File: src/sv/rrs_pkg.sv
// Shared types and constants for the round-robin slice scheduler.
// No dependencies; every other file in sv/ uses it by scoped names.
`default_nettype none

package rrs_pkg;

    // Fixed field widths of the request, response and config channels
    localparam int unsigned BURST_W   = 16;
    localparam int unsigned QUANTUM_W = 16;
    localparam int unsigned CLOCK_W   = 22;
    localparam int unsigned IDX_OUT_W = 6;

    localparam logic [CLOCK_W-1:0]   CLOCK_MAX     = 22'h3FFFFF;
    localparam logic [QUANTUM_W-1:0] QUANTUM_RESET = 16'd4;

    // Request op codes
    typedef enum logic [1:0] {
        OP_LOAD     = 2'd0,
        OP_DISPATCH = 2'd1,
        OP_CLEAR    = 2'd2,
        OP_NOP      = 2'd3
    } rrs_op_t;

    // Response status codes
    typedef enum logic [1:0] {
        STAT_OK    = 2'd0,
        STAT_FULL  = 2'd1,
        STAT_EMPTY = 2'd2
    } rrs_status_t;

    // Controller states
    typedef enum logic [1:0] {
        ST_IDLE,
        ST_IDX,
        ST_RUN
    } rrs_state_t;

    // Commands to the ready ring
    typedef struct packed {
        logic push;
        logic pop;
        logic clear;
        logic rd;
    } rrs_ring_cmd_t;

    // Commands to the task table
    typedef struct packed {
        logic we;
        logic re;
    } rrs_task_cmd_t;

endpackage

`default_nettype wire

File: src/sv/rrs_req_if.sv
// Request channel: valid/ready handshake carrying op and burst_ticks.
// Depends on rrs_pkg for field widths.
`default_nettype none

interface rrs_req_if;
    logic                         valid;
    logic                         ready;
    logic [1:0]                   op;
    logic [rrs_pkg::BURST_W-1:0]  burst_ticks;

    modport source (output valid, output op, output burst_ticks, input ready);
    modport sink   (input valid, input op, input burst_ticks, output ready);
endinterface

`default_nettype wire

File: src/sv/rrs_rsp_if.sv
// Response channel: valid/ready handshake carrying one slice result.
// Depends on rrs_pkg for field widths.
`default_nettype none

interface rrs_rsp_if;
    logic                           valid;
    logic                           ready;
    logic [1:0]                     status;
    logic [rrs_pkg::IDX_OUT_W-1:0]  task_index;
    logic [rrs_pkg::CLOCK_W-1:0]    slice_start;
    logic [rrs_pkg::CLOCK_W-1:0]    slice_stop;
    logic                           task_finished;
    logic [rrs_pkg::CLOCK_W-1:0]    turnaround;
    logic [rrs_pkg::CLOCK_W-1:0]    waiting;
    logic                           all_done;

    modport source (
        output valid, output status, output task_index, output slice_start,
        output slice_stop, output task_finished, output turnaround,
        output waiting, output all_done, input ready
    );
    modport sink (
        input valid, input status, input task_index, input slice_start,
        input slice_stop, input task_finished, input turnaround,
        input waiting, input all_done, output ready
    );
endinterface

`default_nettype wire

File: src/sv/round_robin_slice_scheduler_top.sv
// Top level of the round-robin slice scheduler: controller, ready ring and
// task table. Depends on rrs_pkg, rrs_req_if, rrs_rsp_if and the rrs_* modules.
//
//  Channel | Direction | Handshake        | Payload
//  --------+-----------+------------------+--------------------------------------
//  req     | in        | valid/ready      | op, burst_ticks
//  rsp     | out       | valid/ready      | status, task_index, slice_start/stop,
//          |           |                  | task_finished, turnaround, waiting,
//          |           |                  | all_done
//  cfg     | in        | cfg_we           | cfg_wdata -> time_quantum
//
// Load, clear, no-op and failed dispatch are answered from the idle state on acceptance.
// Dispatch passes through ST_IDX and ST_RUN: the two dependent memory reads (ring
// head, then the task entry) followed by the write-back.
// A request is taken when the sequencer is idle and the response register is
// empty or being drained in the same cycle; a stalled rsp holds off req.
// Reset clears pointers, counters and clock; memories need no clearing pass.
`default_nettype none

module round_robin_slice_scheduler_top #(
    parameter int unsigned MAX_TASKS  = 64,
    parameter int unsigned BURST_BITS = 16
) (
    input  wire logic                          clk,
    input  wire logic                          rst_n,
    rrs_req_if.sink                            req,
    rrs_rsp_if.source                          rsp,
    input  wire logic                          cfg_we,
    input  wire logic [rrs_pkg::QUANTUM_W-1:0] cfg_wdata
);

    // Stored burst width: field width capped by BURST_BITS
    localparam int unsigned BW    = (BURST_BITS < rrs_pkg::BURST_W) ?
                                    BURST_BITS : rrs_pkg::BURST_W;
    localparam int unsigned IDX_W = $clog2(MAX_TASKS);

    rrs_pkg::rrs_ring_cmd_t ring_cmd;
    rrs_pkg::rrs_task_cmd_t task_cmd;
    logic [IDX_W-1:0]       ring_wdata;
    logic [IDX_W-1:0]       ring_rdata;
    logic                   ring_empty;
    logic [IDX_W-1:0]       task_addr;
    logic [BW-1:0]          task_wburst;
    logic [BW-1:0]          task_wrem;
    logic [BW-1:0]          task_rburst;
    logic [BW-1:0]          task_rrem;

    rrs_ctrl #(
        .MAX_TASKS (MAX_TASKS),
        .BW        (BW)
    ) u_ctrl (
        .clk         (clk),
        .rst_n       (rst_n),
        .req         (req),
        .rsp         (rsp),
        .cfg_we      (cfg_we),
        .cfg_wdata   (cfg_wdata),
        .ring_cmd    (ring_cmd),
        .ring_wdata  (ring_wdata),
        .ring_rdata  (ring_rdata),
        .ring_empty  (ring_empty),
        .task_cmd    (task_cmd),
        .task_addr   (task_addr),
        .task_wburst (task_wburst),
        .task_wrem   (task_wrem),
        .task_rburst (task_rburst),
        .task_rrem   (task_rrem)
    );

    rrs_ring #(
        .MAX_TASKS (MAX_TASKS)
    ) u_ring (
        .clk   (clk),
        .rst_n (rst_n),
        .cmd   (ring_cmd),
        .wdata (ring_wdata),
        .rdata (ring_rdata),
        .empty (ring_empty)
    );

    rrs_task_mem #(
        .MAX_TASKS (MAX_TASKS),
        .BW        (BW)
    ) u_task_mem (
        .clk    (clk),
        .cmd    (task_cmd),
        .addr   (task_addr),
        .wburst (task_wburst),
        .wrem   (task_wrem),
        .rburst (task_rburst),
        .rrem   (task_rrem)
    );

endmodule

`default_nettype wire

File: src/sv/rrs_ring.sv
// Ready ring: circular queue of task indices in a synchronous memory,
// with head and count pointers. Depends on rrs_pkg.
`default_nettype none

module rrs_ring #(
    parameter int unsigned MAX_TASKS = 64
) (
    input  wire logic                          clk,
    input  wire logic                          rst_n,
    input  wire rrs_pkg::rrs_ring_cmd_t        cmd,
    input  wire logic [$clog2(MAX_TASKS)-1:0]  wdata,
    output logic      [$clog2(MAX_TASKS)-1:0]  rdata,
    output logic                               empty
);

    localparam int unsigned IDX_W = $clog2(MAX_TASKS);
    localparam int unsigned CNT_W = $clog2(MAX_TASKS + 1);

    logic [IDX_W-1:0] ring_mem [MAX_TASKS];

    logic [IDX_W-1:0] head_reg, head_next;
    logic [CNT_W-1:0] count_reg, count_next;
    logic [IDX_W:0]   tail_sum;
    logic [IDX_W-1:0] tail;
    logic [IDX_W-1:0] head_inc;

    // Tail slot = (head + count) mod depth; the sum stays below twice the depth
    always_comb
    begin
        tail_sum = (IDX_W+1)'(head_reg) + (IDX_W+1)'(count_reg);
        if (tail_sum >= (IDX_W+1)'(MAX_TASKS))
        begin
            tail_sum = tail_sum - (IDX_W+1)'(MAX_TASKS);
        end
        tail = tail_sum[IDX_W-1:0];
        head_inc = (head_reg == IDX_W'(MAX_TASKS - 1)) ? '0 : head_reg + 1'b1;
    end

    // Pointer update; a pop and a push in one cycle keep the count
    always_comb
    begin
        head_next  = head_reg;
        count_next = count_reg;
        if (cmd.clear)
        begin
            head_next  = '0;
            count_next = '0;
        end
        else
        begin
            if (cmd.pop)
            begin
                head_next = head_inc;
            end
            if (cmd.push && !cmd.pop)
            begin
                count_next = count_reg + 1'b1;
            end
            else if (cmd.pop && !cmd.push)
            begin
                count_next = count_reg - 1'b1;
            end
        end
    end

    always_ff @(posedge clk or negedge rst_n)
    begin
        if (!rst_n)
        begin
            head_reg  <= '0;
            count_reg <= '0;
        end
        else
        begin
            head_reg  <= head_next;
            count_reg <= count_next;
        end
    end

    // Memory: one write at the tail, one registered read at the head
    always_ff @(posedge clk)
    begin
        if (cmd.push)
        begin
            ring_mem[tail] <= wdata;
        end
        if (cmd.rd)
        begin
            rdata <= ring_mem[head_reg];
        end
    end

    assign empty = (count_reg == '0);

endmodule

`default_nettype wire

File: src/sv/rrs_task_mem.sv
// Task table: burst and remaining time of each task, one synchronous memory
// with one write port and one registered read port. Depends on rrs_pkg.
`default_nettype none

module rrs_task_mem #(
    parameter int unsigned MAX_TASKS = 64,
    parameter int unsigned BW        = 16
) (
    input  wire logic                          clk,
    input  wire rrs_pkg::rrs_task_cmd_t        cmd,
    input  wire logic [$clog2(MAX_TASKS)-1:0]  addr,
    input  wire logic [BW-1:0]                 wburst,
    input  wire logic [BW-1:0]                 wrem,
    output logic      [BW-1:0]                 rburst,
    output logic      [BW-1:0]                 rrem
);

    logic [2*BW-1:0] task_mem [MAX_TASKS];
    logic [2*BW-1:0] rd_reg;

    // Entry = {burst, remaining}
    always_ff @(posedge clk)
    begin
        if (cmd.we)
        begin
            task_mem[addr] <= {wburst, wrem};
        end
        if (cmd.re)
        begin
            rd_reg <= task_mem[addr];
        end
    end

    assign rburst = rd_reg[2*BW-1:BW];
    assign rrem   = rd_reg[BW-1:0];

endmodule

`default_nettype wire

File: src/sv/rrs_ctrl.sv
// Scheduler controller: request decode, dispatch sequencer, clock and task
// counters, quantum register and response register. Depends on rrs_pkg and
// the rrs_req_if / rrs_rsp_if interfaces.
`default_nettype none

module rrs_ctrl #(
    parameter int unsigned MAX_TASKS = 64,
    parameter int unsigned BW        = 16
) (
    input  wire logic                                 clk,
    input  wire logic                                 rst_n,
    rrs_req_if.sink                                   req,
    rrs_rsp_if.source                                 rsp,
    input  wire logic                                 cfg_we,
    input  wire logic [rrs_pkg::QUANTUM_W-1:0]        cfg_wdata,
    output rrs_pkg::rrs_ring_cmd_t                    ring_cmd,
    output logic      [$clog2(MAX_TASKS)-1:0]         ring_wdata,
    input  wire logic [$clog2(MAX_TASKS)-1:0]         ring_rdata,
    input  wire logic                                 ring_empty,
    output rrs_pkg::rrs_task_cmd_t                    task_cmd,
    output logic      [$clog2(MAX_TASKS)-1:0]         task_addr,
    output logic      [BW-1:0]                        task_wburst,
    output logic      [BW-1:0]                        task_wrem,
    input  wire logic [BW-1:0]                        task_rburst,
    input  wire logic [BW-1:0]                        task_rrem
);

    localparam int unsigned IDX_W = $clog2(MAX_TASKS);
    localparam int unsigned CNT_W = $clog2(MAX_TASKS + 1);
    localparam int unsigned QW    = rrs_pkg::QUANTUM_W;
    localparam int unsigned CW    = rrs_pkg::CLOCK_W;
    localparam int unsigned OW    = rrs_pkg::IDX_OUT_W;

    rrs_pkg::rrs_state_t state_reg, state_next;

    logic [QW-1:0]    quantum_reg;
    logic [CW-1:0]    clock_reg, clock_next;
    logic [CNT_W-1:0] loaded_reg, loaded_next;
    logic [CNT_W-1:0] completed_reg, completed_next;
    logic [IDX_W-1:0] idx_reg, idx_next;

    // Response register
    logic          ovalid_reg, ovalid_next;
    logic [1:0]    status_reg, status_next;
    logic [OW-1:0] index_reg, index_next;
    logic [CW-1:0] start_reg, start_next;
    logic [CW-1:0] stop_reg, stop_next;
    logic          fin_reg, fin_next;
    logic [CW-1:0] turn_reg, turn_next;
    logic [CW-1:0] wait_reg, wait_next;
    logic          done_reg, done_next;

    logic             accept;
    logic             emit;
    logic [BW-1:0]    burst_m;
    logic [QW-1:0]    quantum_eff;
    logic [QW-1:0]    rem_w;
    logic [QW-1:0]    run_len;
    logic [QW-1:0]    rem_new;
    logic [CW:0]      stop_sum;
    logic [CW-1:0]    stop_sat;
    logic [CW-1:0]    burst_c;
    logic [IDX_W+OW-1:0] load_idx_ext;
    logic [IDX_W+OW-1:0] run_idx_ext;

    assign req.ready = (state_reg == rrs_pkg::ST_IDLE) && (!ovalid_reg || rsp.ready);
    assign accept    = req.valid && req.ready;
    assign burst_m   = req.burst_ticks[BW-1:0];

    // Slice arithmetic on the task read back from the table
    always_comb
    begin
        quantum_eff = (quantum_reg == '0) ? QW'(1) : quantum_reg;
        rem_w       = QW'(task_rrem);
        run_len     = (rem_w < quantum_eff) ? rem_w : quantum_eff;
        rem_new     = rem_w - run_len;
        stop_sum    = (CW+1)'(clock_reg) + (CW+1)'(run_len);
        stop_sat    = stop_sum[CW] ? rrs_pkg::CLOCK_MAX : stop_sum[CW-1:0];
        burst_c     = CW'(task_rburst);
        load_idx_ext = (IDX_W+OW)'(loaded_reg[IDX_W-1:0]);
        run_idx_ext  = (IDX_W+OW)'(idx_reg);
    end

    // Next state, memory commands and response
    always_comb
    begin
        state_next     = state_reg;
        clock_next     = clock_reg;
        loaded_next    = loaded_reg;
        completed_next = completed_reg;
        idx_next       = idx_reg;

        ovalid_next = ovalid_reg && !rsp.ready;
        status_next = status_reg;
        index_next  = index_reg;
        start_next  = start_reg;
        stop_next   = stop_reg;
        fin_next    = fin_reg;
        turn_next   = turn_reg;
        wait_next   = wait_reg;
        done_next   = done_reg;
        emit        = 1'b0;

        ring_cmd    = '0;
        ring_wdata  = loaded_reg[IDX_W-1:0];
        task_cmd    = '0;
        task_addr   = loaded_reg[IDX_W-1:0];
        task_wburst = burst_m;
        task_wrem   = burst_m;

        unique case (state_reg)
            rrs_pkg::ST_IDLE:
            begin
                if (accept)
                begin
                    status_next = rrs_pkg::STAT_OK;
                    index_next  = '0;
                    start_next  = '0;
                    stop_next   = '0;
                    fin_next    = 1'b0;
                    turn_next   = '0;
                    wait_next   = '0;
                    unique case (rrs_pkg::rrs_op_t'(req.op))
                        rrs_pkg::OP_LOAD:
                        begin
                            emit = 1'b1;
                            if (loaded_reg == CNT_W'(MAX_TASKS))
                            begin
                                status_next = rrs_pkg::STAT_FULL;
                            end
                            else
                            begin
                                ring_cmd.push = 1'b1;
                                task_cmd.we   = 1'b1;
                                loaded_next   = loaded_reg + 1'b1;
                                index_next    = load_idx_ext[OW-1:0];
                            end
                        end
                        rrs_pkg::OP_DISPATCH:
                        begin
                            if (ring_empty)
                            begin
                                emit        = 1'b1;
                                status_next = rrs_pkg::STAT_EMPTY;
                            end
                            else
                            begin
                                ring_cmd.rd = 1'b1;
                                state_next  = rrs_pkg::ST_IDX;
                            end
                        end
                        rrs_pkg::OP_CLEAR:
                        begin
                            emit           = 1'b1;
                            ring_cmd.clear = 1'b1;
                            loaded_next    = '0;
                            completed_next = '0;
                            clock_next     = '0;
                        end
                        rrs_pkg::OP_NOP:
                        begin
                            emit = 1'b1;
                        end
                        default:
                        begin
                            emit = 1'b1;
                        end
                    endcase
                end
            end

            // Head index is out of the ring; fetch its task entry
            rrs_pkg::ST_IDX:
            begin
                task_cmd.re = 1'b1;
                task_addr   = ring_rdata;
                idx_next    = ring_rdata;
                state_next  = rrs_pkg::ST_RUN;
            end

            // Run the slice, write back, requeue or retire
            rrs_pkg::ST_RUN:
            begin
                emit         = 1'b1;
                task_cmd.we  = 1'b1;
                task_addr    = idx_reg;
                task_wburst  = task_rburst;
                task_wrem    = rem_new[BW-1:0];
                ring_cmd.pop = 1'b1;
                ring_wdata   = idx_reg;
                clock_next   = stop_sat;

                status_next = rrs_pkg::STAT_OK;
                index_next  = run_idx_ext[OW-1:0];
                start_next  = clock_reg;
                stop_next   = stop_sat;
                if (rem_new != '0)
                begin
                    ring_cmd.push = 1'b1;
                    fin_next      = 1'b0;
                    turn_next     = '0;
                    wait_next     = '0;
                end
                else
                begin
                    completed_next = completed_reg + 1'b1;
                    fin_next       = 1'b1;
                    turn_next      = stop_sat;
                    wait_next      = (stop_sat > burst_c) ? stop_sat - burst_c : '0;
                end
                state_next = rrs_pkg::ST_IDLE;
            end

            default:
            begin
                state_next = rrs_pkg::ST_IDLE;
            end
        endcase

        if (emit)
        begin
            ovalid_next = 1'b1;
            done_next   = (completed_next == loaded_next);
        end
    end

    // Control registers
    always_ff @(posedge clk or negedge rst_n)
    begin
        if (!rst_n)
        begin
            state_reg     <= rrs_pkg::ST_IDLE;
            quantum_reg   <= rrs_pkg::QUANTUM_RESET;
            clock_reg     <= '0;
            loaded_reg    <= '0;
            completed_reg <= '0;
            ovalid_reg    <= 1'b0;
        end
        else
        begin
            state_reg     <= state_next;
            clock_reg     <= clock_next;
            loaded_reg    <= loaded_next;
            completed_reg <= completed_next;
            ovalid_reg    <= ovalid_next;
            if (cfg_we)
            begin
                quantum_reg <= cfg_wdata;
            end
        end
    end

    // Payload registers
    always_ff @(posedge clk)
    begin
        idx_reg    <= idx_next;
        status_reg <= status_next;
        index_reg  <= index_next;
        start_reg  <= start_next;
        stop_reg   <= stop_next;
        fin_reg    <= fin_next;
        turn_reg   <= turn_next;
        wait_reg   <= wait_next;
        done_reg   <= done_next;
    end

    assign rsp.valid         = ovalid_reg;
    assign rsp.status        = status_reg;
    assign rsp.task_index    = index_reg;
    assign rsp.slice_start   = start_reg;
    assign rsp.slice_stop    = stop_reg;
    assign rsp.task_finished = fin_reg;
    assign rsp.turnaround    = turn_reg;
    assign rsp.waiting       = wait_reg;
    assign rsp.all_done      = done_reg;

endmodule

`default_nettype wire

File: src/flat_wrapper.sv
// flat-port wrapper written by rule: the top's interface ports become plain ports
module round_robin_slice_scheduler_top_flat 
#(
    parameter int unsigned MAX_TASKS  = 64,
    parameter int unsigned BURST_BITS = 16
)
  (clk, rst_n, cfg_we, cfg_wdata, req_valid, req_op, req_burst_ticks, req_ready, rsp_valid, rsp_status, rsp_task_index, rsp_slice_start, rsp_slice_stop, rsp_task_finished, rsp_turnaround, rsp_waiting, rsp_all_done, rsp_ready);
  rrs_req_if req_i ();
  rrs_rsp_if rsp_i ();
  input  wire logic clk;
  input  wire logic rst_n;
  input  wire logic cfg_we;
  input  wire logic [rrs_pkg::QUANTUM_W-1:0] cfg_wdata;
  input wire logic [$bits(req_i.valid)-1:0] req_valid;
  input wire logic [$bits(req_i.op)-1:0] req_op;
  input wire logic [$bits(req_i.burst_ticks)-1:0] req_burst_ticks;
  output wire logic [$bits(req_i.ready)-1:0] req_ready;
  output wire logic [$bits(rsp_i.valid)-1:0] rsp_valid;
  output wire logic [$bits(rsp_i.status)-1:0] rsp_status;
  output wire logic [$bits(rsp_i.task_index)-1:0] rsp_task_index;
  output wire logic [$bits(rsp_i.slice_start)-1:0] rsp_slice_start;
  output wire logic [$bits(rsp_i.slice_stop)-1:0] rsp_slice_stop;
  output wire logic [$bits(rsp_i.task_finished)-1:0] rsp_task_finished;
  output wire logic [$bits(rsp_i.turnaround)-1:0] rsp_turnaround;
  output wire logic [$bits(rsp_i.waiting)-1:0] rsp_waiting;
  output wire logic [$bits(rsp_i.all_done)-1:0] rsp_all_done;
  input wire logic [$bits(rsp_i.ready)-1:0] rsp_ready;
  assign req_i.valid = req_valid;
  assign req_i.op = req_op;
  assign req_i.burst_ticks = req_burst_ticks;
  assign req_ready = req_i.ready;
  assign rsp_valid = rsp_i.valid;
  assign rsp_status = rsp_i.status;
  assign rsp_task_index = rsp_i.task_index;
  assign rsp_slice_start = rsp_i.slice_start;
  assign rsp_slice_stop = rsp_i.slice_stop;
  assign rsp_task_finished = rsp_i.task_finished;
  assign rsp_turnaround = rsp_i.turnaround;
  assign rsp_waiting = rsp_i.waiting;
  assign rsp_all_done = rsp_i.all_done;
  assign rsp_i.ready = rsp_ready;
  round_robin_slice_scheduler_top #(.MAX_TASKS(MAX_TASKS), .BURST_BITS(BURST_BITS)) u_core (.clk(clk), .rst_n(rst_n), .req(req_i), .rsp(rsp_i), .cfg_we(cfg_we), .cfg_wdata(cfg_wdata));
endmodule
File: config.mk
export PLATFORM = sky130hd
export DESIGN_NAME = round_robin_slice_scheduler_top_flat
export DESIGN_NICKNAME = d
export VERILOG_FILES = /design/src/sv/rrs_pkg.sv /design/src/sv/rrs_req_if.sv /design/src/sv/rrs_rsp_if.sv /design/src/sv/round_robin_slice_scheduler_top.sv /design/src/sv/rrs_ring.sv /design/src/sv/rrs_task_mem.sv /design/src/sv/rrs_ctrl.sv /design/src/flat_wrapper.sv
export SDC_FILE = /design/constraint.sdc
export NUM_CORES = 2
export LEC_CHECK = 0
export ABC_AREA = 1
export BUFFER_PORTS_ARGS = -buffer_cell sky130_fd_sc_hd__buf_2
export CORE_MARGIN = 5
export CORE_UTILIZATION = 49
export CTS_CLUSTER_SIZE = 40
export DETAILED_ROUTE_END_ITERATION = 7
export PLACE_DENSITY = 0.62
export SLEW_MARGIN = 40
export SYNTH_ARGS = -nofsm -noshare
export SYNTH_HDL_FRONTEND = slang
export SYNTH_SLANG_ARGS = --single-unit
File: constraint.sdc
create_clock -name clk -period 13.3 [get_ports clk]
set_input_delay 0.665 -clock clk [delete_from_list [all_inputs] [get_ports clk]]
set_output_delay 0.665 -clock clk [all_outputs]
set_load 0.005 [all_outputs]
==> out/metrics.yaml <==
outcome: "finished, final reports clean"
criticalPathCategory: "register to register"
syn_avg_cell_area_um2: 14.9
muxShareOfSynthArea: 0
start_util: 0.493
grt_overflow: 0
async_flop_share: 0.0257
htree_levels: 5
finalClockSkew_ns: 0.112
setup_ws_ns: 5.77
antenna_found_initial: 22
worstMarginPinSlew_ns: 1.02
synth_top_family_by_area: "compound AO/OA/AOI/OAI gates"
dp_hpwl_um: 176000
synth-seq-area-share: 0.774
cts_max_path_buffers: 4
yosys_warnings: 0
via_count: 62900
drt_iter0_drc: 8618
numCtsBuffers: 288
rows: 167
dpl.cell_count: 9649
max_freq_mhz: 133
regArea_mm2: 0.0790
maxSlewViolCount: 0
antenna_left: 0
nFillCells: 16300
netlist_instances: 6868
slew_headroom: 0.314
drt_wl_total_um: 304000
setup_viol: 0
cts_tree: "done"
synth-xor-area-share: 0.00453
cts-root-buf: "clkbuf_16"
grt_pass1_vias: 60000
yosysUniqueCellTypes: 71
synth_adder_area_share: 0.0114
whs_path_depth: 4
synth_compound_area_frac: 0.107
synth_top_area_frac: 0.757
synth_area_mm2: 0.102
rr_worst_depth: 36
grt_max_degree: 106
timing.final.crit_share: 0.566
stdcell_count: 10100
post_cts_resized: 0
avgRoutedWirePerCell_um: 30.0
grt_use_total: 0.275
cp-end-kind: "register"
core_mm2: 0.207
maxCapViolCount: 0
yosys.area_share.simple: 0.0787
cp-start-kind: "register"
dp_slack_ns: 5.94
nets: 7302
firstDrtPassIters: 6
io_pins: 139
hold_viol_final: 0
setup_tns_ns: 0
grt_pass1_wl_um: 434000
crit_slowest_cell: "o21ai_4"
required_ns: 13.92
crit_fanout: 34
post_cts_buffers: 0
die_area_mm2: 0.218
synth_top_cell_by_area: "edfxtp_1"
layout_common_cells: "edfxtp_1, nand2_1, nor2_1"
cp_slowest_stage_delay_ns: 0.56
final_common_cell: "edfxtp_1"
io_buffers: 138
insertion_delay_ns: 0.95
area_growth_syn_to_layout_pct: 14.1
ys.flop_type: "edfxtp_1"
clk_pin_slew_worst_paths_ns: 0.06
vias_per_cell: 6.20
ff2ff_setup_slack_ns: 5.77
syn-num-nets: 6997
largest_register_ffs: 2048
ys_ff_latch: 2642
dieWidth_um: 466
cts_sinks: 2642
synth_area_leaders: "edfxtp_1, nand2_1, a221oi_1"
drive_above_1_share: 0.126
rsz0062_at_grt: "false"
route.detailed.drc: 0
synth_enable_flop_cells: 2574
die_h_um: 466
hold_class: "input port to register"
cp_data_arrival_time_ns: 8.15
period_minus_slack_ns: 7.53
multi_input_area_mm2: 0.0217
place.gp.congestion: 0.880
per-layer routing:
layer / wire, µm / GRT usage
met4: 10500 / 0.0884
met1: 123000 / 0.401
met5: 32 / 0
met3: 36800 / 0.0702
met2: 134000 / 0.408
synth_stat cells (4+ instances only):
cell       number
edfxtp_1     2574
nand2_1      1072
nor2_1        458
o21ai_0       400
inv_1         272
a221oi_1      269
a22o_1        254
a22oi_1       185
clkbuf_1      176
nand4_1       157
a21oi_1       135
buf_2         126
nand3_1       114
ha_1           85
o22ai_1        84
dfrtp_1        67
a31oi_1        54
buf_1          52
xor2_1         36
a41oi_1        34
nor3_1         31
o221ai_1       30
o211ai_1       18
xnor2_1        15
or2_2          14
a2111oi_0      12
a211oi_1       11
a21boi_0       11
nand2_2        10
nor4_1          9
clkinv_1        7
nor3_2          6
o21a_1          6
a21oi_2         5
fa_1            5
o21ai_2         5
a21o_1          4
inv_2           4
nor2_4          4
area by class of cell:
| type | instances | area share |
|---|---|---|
| diodes | 6 | 0.000129 |
| clock buffers | 355 | 0.0652 |
| clock inverters | 115 | 0.00758 |
| inverters | 283 | 0.00923 |
| multi-input cells | 3588 | 0.186 |
| flip-flops and latches | 2642 | 0.678 |
| well taps | 2788 | 0.0299 |
| repair buffers | 370 | 0.0238 |
logic make-up after synthesis:
group,after synthesis
xor gates and xnor gates,52
and+or+nand+nor,1902
DFF,2642
AOI/OAI and AO/OA,1544
adders and majority gates,90
buffers and inverters,638
through the flow:
stage / area, µm² / hold slack, ns / util
floorplan: 102000 / 0.369 / -
CTS: 116000 / 0.00104 / 0.561
global route: 116000 / 0.0786 / 0.562
finish: 117000 / 0.0801 / 0.562
detailed placement: 108000 / 0.438 / 0.520
global placement: 107000 / 0.442 / 0.518
path summary, 6_finish.rpt:
kind	startpoint	end
max	u_core.u_task_mem.rd_reg[9]$_DFFE_PN_	u_core.u_ctrl.rsp.waiting[10]$_SDFFCE_PP0P_
min	rsp_ready	u_core.u_ctrl.rsp.valid$_DFF_PN0_
max reg2reg	u_core.u_task_mem.rd_reg[9]$_DFFE_PN_	u_core.u_ctrl.rsp.waiting[10]$_SDFFCE_PP0P_
min reg2reg	u_core.u_ring.rdata[1]$_DFFE_PP_	u_core.u_ctrl.idx_reg[1]$_DFFE_PN_
max in group asynchronous	rst_n	u_core.u_ring.head_reg[0]$_DFFE_PN0P_
min in group asynchronous	rst_n	u_core.u_ctrl.quantum_reg[13]$_DFFE_PN0P_
worst max-delay path, delay by kind of cell (launching register included):
kind | cells | cell delay [ns]
AO/OA/AOI/OAI | 13 | 2.73
adder cells (fa/ha/maj) | 5 | 1.49
buffers and inverters | 3 | 0.51
flip-flops | 1 | 0.43
AND/OR/NAND/NOR | 15 | 2.01
timing repair:
item	CTS	global route
hold buffers	16	0
setup endpoints to repair	0	0
hold endpoints to repair	31	0
Power is left out: the tool's default activity adds up to more than one toggle a clock period on the data nets, which glitch-free logic cannot reach.
